--- config.mk ---
export PLATFORM = sky130hd
export DESIGN_NAME = two_level_page_walker
export DESIGN_NICKNAME = d
export VERILOG_FILES = /design/src/design/pgw_pkg.sv /design/src/design/two_level_page_walker.sv /design/src/design/pgw_step.sv
export SDC_FILE = /design/constraint.sdc
export NUM_CORES = 1
export LEC_CHECK = 0
export BUFFER_PORTS_ARGS = -buffer_cell sky130_fd_sc_hd__buf_2
export CAP_MARGIN = 20
export CORE_ASPECT_RATIO = 1.5
export CORE_MARGIN = 2
export CORE_UTILIZATION = 45
export CTS_BUF_LIST = sky130_fd_sc_hd__clkbuf_4
export CTS_CLUSTER_DIAMETER = 200
export DETAILED_ROUTE_END_ITERATION = 16
export GPL_ROUTABILITY_DRIVEN = 0
export PLACE_DENSITY = 0.75
export SYNTH_ARGS = -nofsm -noshare
export SYNTH_HDL_FRONTEND = slang
export SYNTH_SLANG_ARGS = --single-unit
--- constraint.sdc ---
create_clock -name clock -period 10.5 [get_ports clock]
set_clock_uncertainty 0.2 [all_clocks]
set_input_delay 0.525 -clock clock [delete_from_list [all_inputs] [get_ports clock]]
set_output_delay 0.525 -clock clock [all_outputs]
set_load 0.01 [all_outputs]
--- src/design/pgw_pkg.sv ---
// Shared types, codes and constants for the two-level page walker.
`timescale 1ns / 1ps
package pgw_pkg;

   localparam int unsigned AddrWidth  = 32;
   localparam int unsigned PfnWidth   = 20;
   localparam int unsigned DirShift   = 22;
   localparam int unsigned TblShift   = 12;
   localparam int unsigned IdxWidth   = 10;
   localparam int unsigned LargeBit   = 7;
   localparam int unsigned CsrIdxWidth  = 8;
   localparam int unsigned CsrDataWidth = 32;
   localparam int unsigned ReqDataWidth = 64;
   localparam int unsigned RspDataWidth = 72;

   localparam logic [1:0] PHASE_IDLE = 2'd0;
   localparam logic [1:0] PHASE_DIR  = 2'd1;
   localparam logic [1:0] PHASE_TBL  = 2'd2;

   localparam logic [1:0] KIND_READ = 2'd0;
   localparam logic [1:0] KIND_DONE = 2'd1;
   localparam logic [1:0] KIND_ERR  = 2'd2;

   localparam logic       CMD_TRANSLATE = 1'b0;
   localparam logic       CMD_DATA      = 1'b1;

   localparam logic [CsrIdxWidth-1:0] CSR_PAGING_ENABLED = 8'd0;
   localparam logic [CsrIdxWidth-1:0] CSR_PAGE_DIR_BASE  = 8'd1;

   typedef struct packed {
      logic [1:0]           phase;
      logic [AddrWidth-1:0] held_lin_addr;
      logic                 paging_enabled;
      logic [PfnWidth-1:0]  page_dir_base;
   } walk_state_type;

   typedef struct packed {
      logic [1:0]           kind;
      logic [AddrWidth-1:0] mem_addr;
      logic [AddrWidth-1:0] phys_addr;
      logic                 ok;
      logic                 writable;
   } walk_result_type;

   typedef struct packed {
      logic [1:0] next_phase;
      logic       load_held;
   } walk_update_type;

endpackage

--- src/design/two_level_page_walker.sv ---
// Top level of the two-level page walker: walk state, CSRs and result register.
// An accepted request's response is formed combinationally and is held in the output register in the next cycle.
// Throughput: one request per cycle; req_tready drops only while a response is stalled or reset is high.
// The single output register holding the response sets this figure.
// Reset (synchronous): walk idle, paging off, directory base zero, no response pending.
`timescale 1ns / 1ps
module two_level_page_walker (
   input  logic                             clock,
   input  logic                             reset,
   input  logic                             req_tvalid,
   output logic                             req_tready,
   input  logic [pgw_pkg::ReqDataWidth-1:0] req_tdata,  // lin_addr, read_data
   input  logic                             req_tuser,  // command
   output logic                             rsp_tvalid,
   input  logic                             rsp_tready,
   output logic [pgw_pkg::RspDataWidth-1:0] rsp_tdata,  // mem_addr, phys_addr, ok, writable, pad
   output logic [1:0]                       rsp_tuser,  // kind
   input  logic                             csr_valid,
   output logic                             csr_ready,
   input  logic [pgw_pkg::CsrIdxWidth-1:0]  csr_index,
   input  logic [pgw_pkg::CsrDataWidth-1:0] csr_data
);
   import pgw_pkg::*;

   logic                 req_accept;
   walk_state_type       state;
   walk_result_type      result;
   walk_update_type      update;

   logic [1:0]           phase_ff,   phase_in;
   logic [AddrWidth-1:0] held_ff,    held_in;
   logic                 paging_ff,  paging_in;
   logic [PfnWidth-1:0]  pdbase_ff,  pdbase_in;
   logic                 rsp_valid_ff, rsp_valid_in;
   walk_result_type      rsp_ff,     rsp_in;

   assign req_tready = !reset && (!rsp_valid_ff || rsp_tready);
   assign req_accept = req_tvalid && req_tready;
   assign csr_ready  = !reset;

   assign state.phase          = phase_ff;
   assign state.held_lin_addr  = held_ff;
   assign state.paging_enabled = paging_ff;
   assign state.page_dir_base  = pdbase_ff;

   pgw_step u_step (
      .command   (req_tuser),
      .lin_addr  (req_tdata[AddrWidth-1:0]),
      .read_data (req_tdata[2*AddrWidth-1:AddrWidth]),
      .state     (state),
      .result    (result),
      .update    (update)
   );

   always_comb begin
      phase_in     = phase_ff;
      held_in      = held_ff;
      paging_in    = paging_ff;
      pdbase_in    = pdbase_ff;
      rsp_valid_in = rsp_valid_ff && !rsp_tready;
      rsp_in       = rsp_ff;
      if (req_accept) begin
         phase_in     = update.next_phase;
         rsp_valid_in = 1'b1;
         rsp_in       = result;
         if (update.load_held) begin
            held_in = req_tdata[AddrWidth-1:0];
         end
      end
      if (csr_valid && csr_ready) begin
         case (csr_index)
            CSR_PAGING_ENABLED: paging_in = csr_data[0];
            CSR_PAGE_DIR_BASE:  pdbase_in = csr_data[PfnWidth-1:0];
            default: ;
         endcase
      end
   end

   always_ff @(posedge clock) begin
      if (reset) begin
         phase_ff     <= PHASE_IDLE;
         held_ff      <= '0;
         paging_ff    <= 1'b0;
         pdbase_ff    <= '0;
         rsp_valid_ff <= 1'b0;
      end else begin
         phase_ff     <= phase_in;
         held_ff      <= held_in;
         paging_ff    <= paging_in;
         pdbase_ff    <= pdbase_in;
         rsp_valid_ff <= rsp_valid_in;
      end
   end

   always_ff @(posedge clock) begin
      rsp_ff <= rsp_in;
   end

   assign rsp_tvalid = rsp_valid_ff;
   assign rsp_tuser  = rsp_ff.kind;
   assign rsp_tdata  = {6'b0, rsp_ff.writable, rsp_ff.ok, rsp_ff.phys_addr, rsp_ff.mem_addr};

endmodule

--- src/design/pgw_step.sv ---
// Combinational step of the walk: one request against the current walk state.
`timescale 1ns / 1ps
module pgw_step (
   input  logic                          command,
   input  logic [pgw_pkg::AddrWidth-1:0] lin_addr,
   input  logic [pgw_pkg::AddrWidth-1:0] read_data,
   input  pgw_pkg::walk_state_type       state,
   output pgw_pkg::walk_result_type      result,
   output pgw_pkg::walk_update_type      update
);
   import pgw_pkg::*;

   logic                 idle;
   logic [IdxWidth-1:0]  dir_idx;
   logic [IdxWidth-1:0]  tbl_idx;
   logic [AddrWidth-1:0] dir_entry_addr;
   logic [AddrWidth-1:0] tbl_entry_addr;
   logic [AddrWidth-1:0] large_phys;
   logic [AddrWidth-1:0] small_phys;

   assign idle    = (state.phase != PHASE_DIR) && (state.phase != PHASE_TBL);
   assign dir_idx = lin_addr[DirShift +: IdxWidth];
   assign tbl_idx = state.held_lin_addr[TblShift +: IdxWidth];

   assign dir_entry_addr = {state.page_dir_base, dir_idx, 2'b00};
   assign tbl_entry_addr = {read_data[AddrWidth-1:TblShift], tbl_idx, 2'b00};
   assign large_phys = {read_data[AddrWidth-1:DirShift], state.held_lin_addr[DirShift-1:0]};
   assign small_phys = {read_data[AddrWidth-1:TblShift], state.held_lin_addr[TblShift-1:0]};

   always_comb begin
      result.kind      = KIND_ERR;
      result.mem_addr  = '0;
      result.phys_addr = '0;
      result.ok        = 1'b0;
      result.writable  = 1'b0;
      update.next_phase = state.phase;
      update.load_held  = 1'b0;
      if (command == CMD_TRANSLATE) begin
         if (idle) begin
            if (!state.paging_enabled) begin
               result.kind      = KIND_DONE;
               result.phys_addr = lin_addr;
               result.ok        = 1'b1;
               result.writable  = 1'b1;
            end else begin
               result.kind       = KIND_READ;
               result.mem_addr   = dir_entry_addr;
               update.next_phase = PHASE_DIR;
               update.load_held  = 1'b1;
            end
         end
      end else if (!idle) begin
         if (state.phase == PHASE_DIR) begin
            if (!read_data[0]) begin
               result.kind       = KIND_DONE;
               update.next_phase = PHASE_IDLE;
            end else if (read_data[LargeBit]) begin
               result.kind       = KIND_DONE;
               result.phys_addr  = large_phys;
               result.ok         = 1'b1;
               result.writable   = read_data[1];
               update.next_phase = PHASE_IDLE;
            end else begin
               result.kind       = KIND_READ;
               result.mem_addr   = tbl_entry_addr;
               update.next_phase = PHASE_TBL;
            end
         end else begin
            update.next_phase = PHASE_IDLE;
            result.kind       = KIND_DONE;
            if (!read_data[0]) begin
               result.writable = 1'b1;
            end else begin
               result.phys_addr = small_phys;
               result.ok        = 1'b1;
               result.writable  = read_data[1];
            end
         end
      end
   end

endmodule
Yosys cells after proc, flatten, opt, wreduce, memory -nomap -nowiden. Index checks and enable logic that the tools add are counted.

Bitwise gates (word level): 0. Reductions and logical operators: 16. $mul: 0. $add $sub $neg: 0. Equality and inequality tests: 5. Div/mod/pow operators: 0. Order comparisons: 0. Shift operators: 0. Mux-type cells: 25.

Operator list (count): 68-bit two-way mux (3); 34-bit two-way mux (3); 32-bit two-way mux (3); 66-bit two-way mux (1); 33-bit two-way mux (1); 2-bit two-way mux (5); 8-bit by 1-bit == test with 1-bit output (second input constant) (1); 8-bit zero test (1); 1-bit two-way mux (7); 3-bit two-way mux (2); 2-bit AND reduction (3); 1-bit logical AND (5); 2-bit != test (second input constant) (2); 4-bit AND reduction (1); 2-bit nonzero test (2); 1-bit zero test (3); 2-bit by 1-bit == test with 1-bit output (second input constant) (1); 2-bit by 1-bit != test with 1-bit output (second input constant) (1); 1-bit logical OR (1).

Bits in read-only memories: 0. Register bits: 114. Memories: 0. Memory bits (writable): 0. Latch bits: 0. Output and inout bits: 77. Input bits: 110. Word-level logic and storage cells: 56.

Logic depth before layout (Yosys ltp). Gate-level depths: netlist of run 1.

Depth after elaboration: 5. Depth in mapped cells: 6. Mapped depth without buffers: 5.

Modules after synthesis. From an unflattened synthesis of run 1, not the netlist that was laid out.

Cell total of the unflattened synthesis: 481. Area, all modules: 5477.8 µm².

Modules (own cells, without submodules): two_level_page_walker (cells an instance 338, area each 4441.8 µm², sequential area each 3163.0 µm², times used 1); pgw_step (cells an instance 143, area each 1036.0 µm², sequential area each 0.0 µm², times used 1).

Worst setup path before layout of run 1. No wires, ideal clock.

Kind: input to register. Start: input rsp_tready. End: register rsp_ff (netlist bit rsp_tdata[10]) (enable). Arrival time: 5.387 ns. Path buffers: 2. Library setup time: 0.572 ns. Setup slack: 4.341 ns. Required time: 9.728 ns. Cell stages on the path: 4. Cell sequence: nor2b_1 > clkbuf_1 > clkbuf_1 > nor3_1.

Longest elaborated chain between the ends: 3.

Ends and longest elaborated chain: start: declaration (line two_level_page_walker.sv:15) `input logic rsp_tready,`; 1-bit logical OR (line two_level_page_walker.sv:37) `assign req_tready = !reset && (!rsp_valid_ff || rsp_tready);`; 1-bit logical AND (line two_level_page_walker.sv:37); 1-bit logical AND (line two_level_page_walker.sv:38) `assign req_accept = req_tvalid && req_tready;`; named net req_accept (line two_level_page_walker.sv:25) `logic req_accept;`; end signal: assignment (line two_level_page_walker.sv:96) `rsp_ff <= rsp_in;`; end: declaration (line two_level_page_walker.sv:35) `walk_result_type rsp_ff, rsp_in;`.

The timed path passes the listed nets, and every way through them passes these cells. A chain may end at the register's enable or synchronous reset.

==> results by group, run 1 <==
Placed design
  – Pre-CTS setup slack: 7.59 ns
  – Cell Area, Placed: 0.00564 mm^2
  – Port bufs: 157
  – Post-DP HPWL: 8770 um
  – DP Cell Count: 677

Setup path
  – Crit path cell chain: inv_1 -> ha_1 -> nand3b_1 -> a21oi_2 -> a22o_1
  – CP max FO: 22
  – Worst Path Required: 10.63 ns
  – Endpoint class of the critical path: flip-flop
  – Critical path startpoint: phase_ff[0]
  – Reg2reg end: rsp_tdata[39]
  – Kind of critical path: reg2reg
  – Kind of start point of the critical path: flip-flop
  – Delay-heaviest family, CP: compound AO/OA/AOI/OAI gates
  – Reg2reg setup slack: 7.57 ns
  – CP peak stage delay: 0.94 ns
  – FF-to-FF path depth: 5
  – CP Data Arrival Time: 3.06 ns
  – Worst reg2reg path startpoint: phase_ff[0]
  – Worst Setup EP: rsp_tdata[39]
  – Critical-path top delay cell: a21oi_2
  – CP bufs+invs: 1
  – CP Depth: 5

Floorplanning
  – Num rows: 46
  – Core ar.: 0.0105 mm^2
  – IO Count: 187
  – Die Span Y: 131 um
  – Initial cell density of the core: 45.9%
  – Die ar.: 0.0116 mm^2
  – Die width: 88.6 um

Synthesis
  – Post-synth ARST share: 0%
  – Primary FF master, synth: edfxtp_1
  – Cell area after synthesis: 0.00483 mm^2
  – Synth warn: 0
  – Yosys top cell by area: edfxtp_1
  – Post-synth EDFFs: 66
  – Gate Count Post-Synth: 408
  – Mapped Avg Cell Area: 11.8 um^2
  – Sequential share of the synthesized area: 60.0%
  – Area contributors post-synth: edfxtp_1 (41%), dfxtp_1 (19%), a22o_1 (9.4%)
  – FF+latch count, synth: 112
  – Count leader, synth: edfxtp_1
  – Top cell type's share of synthesized area: 41.0%
  – Commonest cells post-synth: edfxtp_1 (66), a22o_1 (52), dfxtp_1 (46)
  – Distinct cells, synth: 37

Detailed routing
  – Via count: 3,844
  – Routed len/inst: 17.7 um
  – DRT Pass-1 Iters: 5
  – Antenna Nets Post-Route: 0
  – Number of DRC markers in iteration 0: 298
  – Via-to-Cell Ratio: 5.52
  – Total Wirelength: 12,300 um
  – # DRC: 0

GRT
  – Vias in the first global route: 3,650
  – Initial antenna violation count: 1
  – Grt total ovfl: 0
  – First-pass GRT wire length: 18,000 um
  – M3 GR Usage: 6.60%
  – Busiest grt layer: met2
  – Largest net degree at the start of global routing: 67
  – GR Util met1: 22.3%
  – Total Routing Usage GR: 20.8%
  – M2 GR Usage: 35.8%

Power and ir drop
  – Cell Pwr Density: 135 mW/mm^2
  – Switching Share: 23.4%
  – Max VDD drop: 0.0563 mV
  – Power, Total: 0.789 mW
  – Comb power frac: 9.1%
  – Internal: 0.604 mW
  – Sequential power share: 60.6%
  – Reported net switching power: 0.185 mW
  – Static Leak: 2.39 nW
  – Clk network pwr share: 30.3%

STA
  – Tcrit/Tclk final: 27.9%
  – Fin. max-slew vios: 0
  – Sum Neg Setup Slack: 0 ns
  – RSZ-0062 raised after global routing: false
  – FMAX: 341 MHz
  – Post-layout min period: 2.93 ns
  – Fin. Hold Viols: 0
  – Hold_ws: 0.0738 ns
  – Worst rel slew slack: 28.3%
  – Final WS setup: 7.57 ns
  – Worst slew pin tran: 1.08 ns
  – Endpoints failing setup: 0

Clock tree
  – TritonCTS clock tree: done
  – H-tree depth: 3
  – Insertion delay to the later sink of the worst-skew pair: 0.46 ns
  – Post-CTS Setup Inserts: 0
  – Total CTS buffers: 9
  – Clock Sinks: 112
  – Clk slew on worst S/H paths: 0.17 ns
  – CTS Root Buffer Type: clkbuf_4
  – Clock Path Buffers: 2
  – CTS resizes: 0
  – Hold bufs inserted after CTS: 0

Worst hold path
  – Hold Path Class: in2reg

Job
  – Max Cap Viol: 0

Cells and area
  – Final instance area: 0.00586 mm^2
  – Final core utilization: 55.6%
  – Fin cells: 696
  – Final nets: 659
  – Share of cells above drive strength 1: 34.3%
  – Area delta synth->final: 21.1%

Run status
  – Status: completed
[state kept, by name, indices dropped and copies added, names as in the netlist]
register	count
held_ff	22
rsp_tvalid	1
rsp_tdata	64
paging_ff	1
pdbase_ff	20
rsp_tuser	2
phase_ff	2
[worst min-delay path, stage by stage]
cell and delay [ns]:
buf_2 0.10, nand2_1 0.04, mux2i_1 0.05
[placed cells by master (no fill, tap or decap), types with 2 or more instances in the layout]
cell / n
conb_1: 8
dfxtp_1: 46
inv_1: 28
buf_4: 3
clkbuf_4: 10
a22o_1: 52
or4_4: 2
buf_2: 157
o22ai_1: 10
nor2_1: 3
a31oi_1: 10
nor2b_1: 11
edfxtp_1: 66
o21ai_1: 19
nand2_1: 45
ha_1: 3
o21ai_0: 5
mux2i_1: 22
bufinv_16: 2
o311ai_0: 23
clkinvlp_4: 2
[power groups by stage]
stage	registers [mW]	logic (mW)	clock network (mW)
final	0.478	0.0716	0.239
after global routing	0.479	0.0782	0.260
after CTS	0.478	0.0719	0.243
after detailed placement	0.488	0.0719	0
after global placement	0.488	0.0705	0
after floorplan	0.495	0.0291	0
[layer usage]
layer	vias up	wire length (um)
met3	32	1090
met5	-	13
li1	1796	-
met1	1822	4290
met2	192	6340
met4	2	555
[worst min path at each step]
| stage | start | to | slack (ns) | cells past startpoint |
|---|---|---|---|---|
| floorplan | pdbase_ff[0] | pdbase_ff[0] | 0.24 | 2 |
| global route | csr_data[14] | pdbase_ff[14] | 0.04 | 3 |
| finish | csr_data[12] | pdbase_ff[12] | 0.07 | 3 |
| detailed placement | pdbase_ff[18] | pdbase_ff[18] | 0.25 | 2 |
| CTS | csr_data[12] | pdbase_ff[12] | 0.07 | 3 |
| global placement | pdbase_ff[11] | pdbase_ff[11] | 0.24 | 2 |
[kinds of logic (layout without fill, tap and decap cells)]
group                      Yosys count  in the layout  synth area share (%)
AOI/OAI and AO/OA                  123            123                  19.3
xor gates and xnor gates             1              1                 0.181
adders and majority gates            3              3                 0.776
buffers and inverters               71            207                  6.83
DFF                                112            112                  60.0
muxes                               22             22                  4.55
other                                1              9                0.0776
and+or+nand+nor                     75             75                  8.28
[cell type report]
type / instances / area (um^2)
inverter: 29 / 109
clock inverter: 6 / 92.6
clock buffer: 10 / 75.1
tap: 144 / 180
fill: 932 / 4680
antenna: 1 / 2.50
multi-input combinational: 232 / 1640
timing repair buffer: 162 / 851
sequential: 112 / 2900
No activity file was read; power rests on OpenSTA's default activity.
==> run 2, diff against run 1 <==
--- a/config.mk
+++ b/config.mk
@@ -14,7 +14,7 @@
 export CTS_CLUSTER_DIAMETER = 200
 export DETAILED_ROUTE_END_ITERATION = 16
 export GPL_ROUTABILITY_DRIVEN = 0
-export PLACE_DENSITY = 0.75
+export PLACE_DENSITY = 0.77
 export SYNTH_ARGS = -nofsm -noshare
 export SYNTH_HDL_FRONTEND = slang
 export SYNTH_SLANG_ARGS = --single-unit
==> constraint.sdc (replaced) <==
create_clock -name clock -period 2.5 [get_ports clock]
set_clock_uncertainty 0.2 [all_clocks]
set_input_delay 0.125 -clock clock [delete_from_list [all_inputs] [get_ports clock]]
set_output_delay 0.125 -clock clock [all_outputs]
set_load 0.01 [all_outputs]
==> run 2 against run 1 <==
Count of clock-buffer cells in the layout unchanged. Critical path type is now reg2out. Worst setup slack worse by 7.3 ns. Critical endpoint is now req_tready. First-iteration DRC count increased by 34%. Via count is 12% higher. Largest power group unchanged. Sequential power increased to 4.2 times the previous value. Highest routed layer is now met4. Final cell count is 13% higher.
==> results by group, run 2 (same netlist as run 1, synthesis figures left out) <==
Power and ir drop
  – Static Leak: 2.76 nW
  – Max VDD drop: 0.258 mV
  – Cell Pwr Density: 493 mW/mm^2

Floorplanning
  – Die Span Y: 131 um
  – Core ar.: 0.0105 mm^2
  – Die ar.: 0.0116 mm^2
  – Die width: 88.6 um
  – IO Count: 187
  – Initial cell density of the core: 45.9%
  – Num rows: 46

Detailed routing
  – Via-to-Cell Ratio: 5.50
  – Via count: 4,316
  – DRT Pass-1 Iters: 5
  – # DRC: 0
  – Total Wirelength: 14,200 um
  – Antenna Nets Post-Route: 0
  – Number of DRC markers in iteration 0: 399
  – Routed len/inst: 18.1 um

Cells and area
  – Most frequent cells in the layout: buf_2 (157), dlygate4sd3_1 (81), edfxtp_1 (66)
  – Max reg flops: 64
  – FILL cells: 791
  – Final core utilization: 63.6%
  – Area delta synth->final: 38.5%
  – Final nets: 748
  – Share of cells above drive strength 1: 30.6%
  – Fin cells: 785
  – Leading cell type in the layout, fill and taps excluded: buf_2

Worst hold path
  – Hold Path Class: in2reg
  – Worst hold stages: 4
  – Hold endpoint: held_ff[18]
  – Hold path start: rsp_tready

Setup path
  – CP max FO: 15
  – Worst reg2reg path startpoint: phase_ff[0]
  – CP Data Arrival Time: 1.89 ns
  – Worst Path Required: 2.17 ns
  – Endpoint class of the critical path: primary output
  – FF-to-FF path depth: 6
  – Reg2reg end: phase_ff[1]
  – Reg2reg setup slack: 0.30 ns
  – Kind of start point of the critical path: flip-flop
  – Kind of critical path: reg2out

Placed design
  – Port bufs: 157
  – DP Cell Count: 687
  – Post-DP HPWL: 9370 um

STA
  – Worst rel slew slack: 45.3%
  – RSZ-0062 raised after global routing: false
  – Endpoints failing setup: 0
  – Worst slew pin tran: 0.819 ns
  – Tcrit/Tclk final: 88.7%
  – FMAX: 451 MHz
  – Fin. Hold Viols: 0
  – Sum Neg Setup Slack: 0 ns
  – Hold_ws: 0.0789 ns
  – Fin. max-slew vios: 0
  – Post-layout min period: 2.22 ns

GRT
  – Grt total ovfl: 0
  – Total Routing Usage GR: 24.5%
  – Largest net degree at the start of global routing: 57
  – Initial antenna violation count: 1
  – Vias in the first global route: 4,493
  – First-pass GRT wire length: 21,400 um

Clock tree
  – Clock Path Buffers: 2
  – Total CTS buffers: 9
  – Insertion delay to the later sink of the worst-skew pair: 0.45 ns
  – CTS Root Buffer Type: clkbuf_4
  – Clk slew on worst S/H paths: 0.15 ns
  – H-tree depth: 3
  – TritonCTS clock tree: done
  – Clock Sinks: 112

Run status
  – Status: completed

Job
  – Max Cap Viol: 0
## run 2: per-stage QoR
stage	setup slack (ns)	power (mW)	instance area, um^2
2_1_floorplan	-0.496	2.20	4890
3_3_place_gp	0.296	2.35	5740
3_5_place_dp	0.160	2.36	5740
4_1_cts	0.130	3.31	6680
6_report	0.282	3.30	6690
5_1_grt	0.131	3.42	6690
## run 2: worst max-delay path, cell delays in order, from the launching register on
cell	delay [ns]
dfxtp_2	0.35
nor2b_2	0.59
buf_4	0.32
nor2_1	0.05
buf_2	0.14
## run 2: timing repair
item                                    in CTS  in global routing
endpoints found under the setup margin       0                  1
setup buffers                                0                  0
resized for setup                            0                  1
hold endpoints to repair                   110                  0
hold buffers                                81                  0
## run 2: area by class of cell
cell class / instances / area (um^2) / share of cell area [%]
inverters: 29 / 109 / 1.63
multi-input cells: 232 / 1660 / 24.8
flip-flops and latches: 112 / 2900 / 43.4
repair buffers: 251 / 1710 / 25.5
diodes: 1 / 2.50 / 0.0374
well taps: 144 / 180 / 2.69
clock buffers: 10 / 75.1 / 1.12
clock inverters: 6 / 58.8 / 0.879
## run 2: power breakdown
| part | switching (mW) | internal (mW) | total, mW |
|---|---|---|---|
| logic | 0.209 | 0.207 | 0.416 |
| registers | 0.0133 | 2.00 | 2.01 |
| clock network | 0.558 | 0.313 | 0.871 |
## run 2: metal layers
metal | global-route usage (%) | routed length, um
met4 | 15.9 | 719
met5 | 0 | 0
met1 | 26.0 | 4960
met2 | 44.0 | 7580
met3 | 4.02 | 910
## run 2: worst max-delay path by stage
stage	cells past startpoint	end	startpoint	slack, ns
after floorplan	4	rsp_tdata[10]	rsp_tvalid	-0.50
after global placement	5	rsp_tdata[43]	phase_ff[0]	0.30
after detailed placement	5	rsp_tdata[57]	phase_ff[0]	0.16
after CTS	5	rsp_tdata[57]	phase_ff[0]	0.13
after global routing	6	phase_ff[1]	phase_ff[0]	0.13
final	4	req_tready	rsp_tvalid	0.28
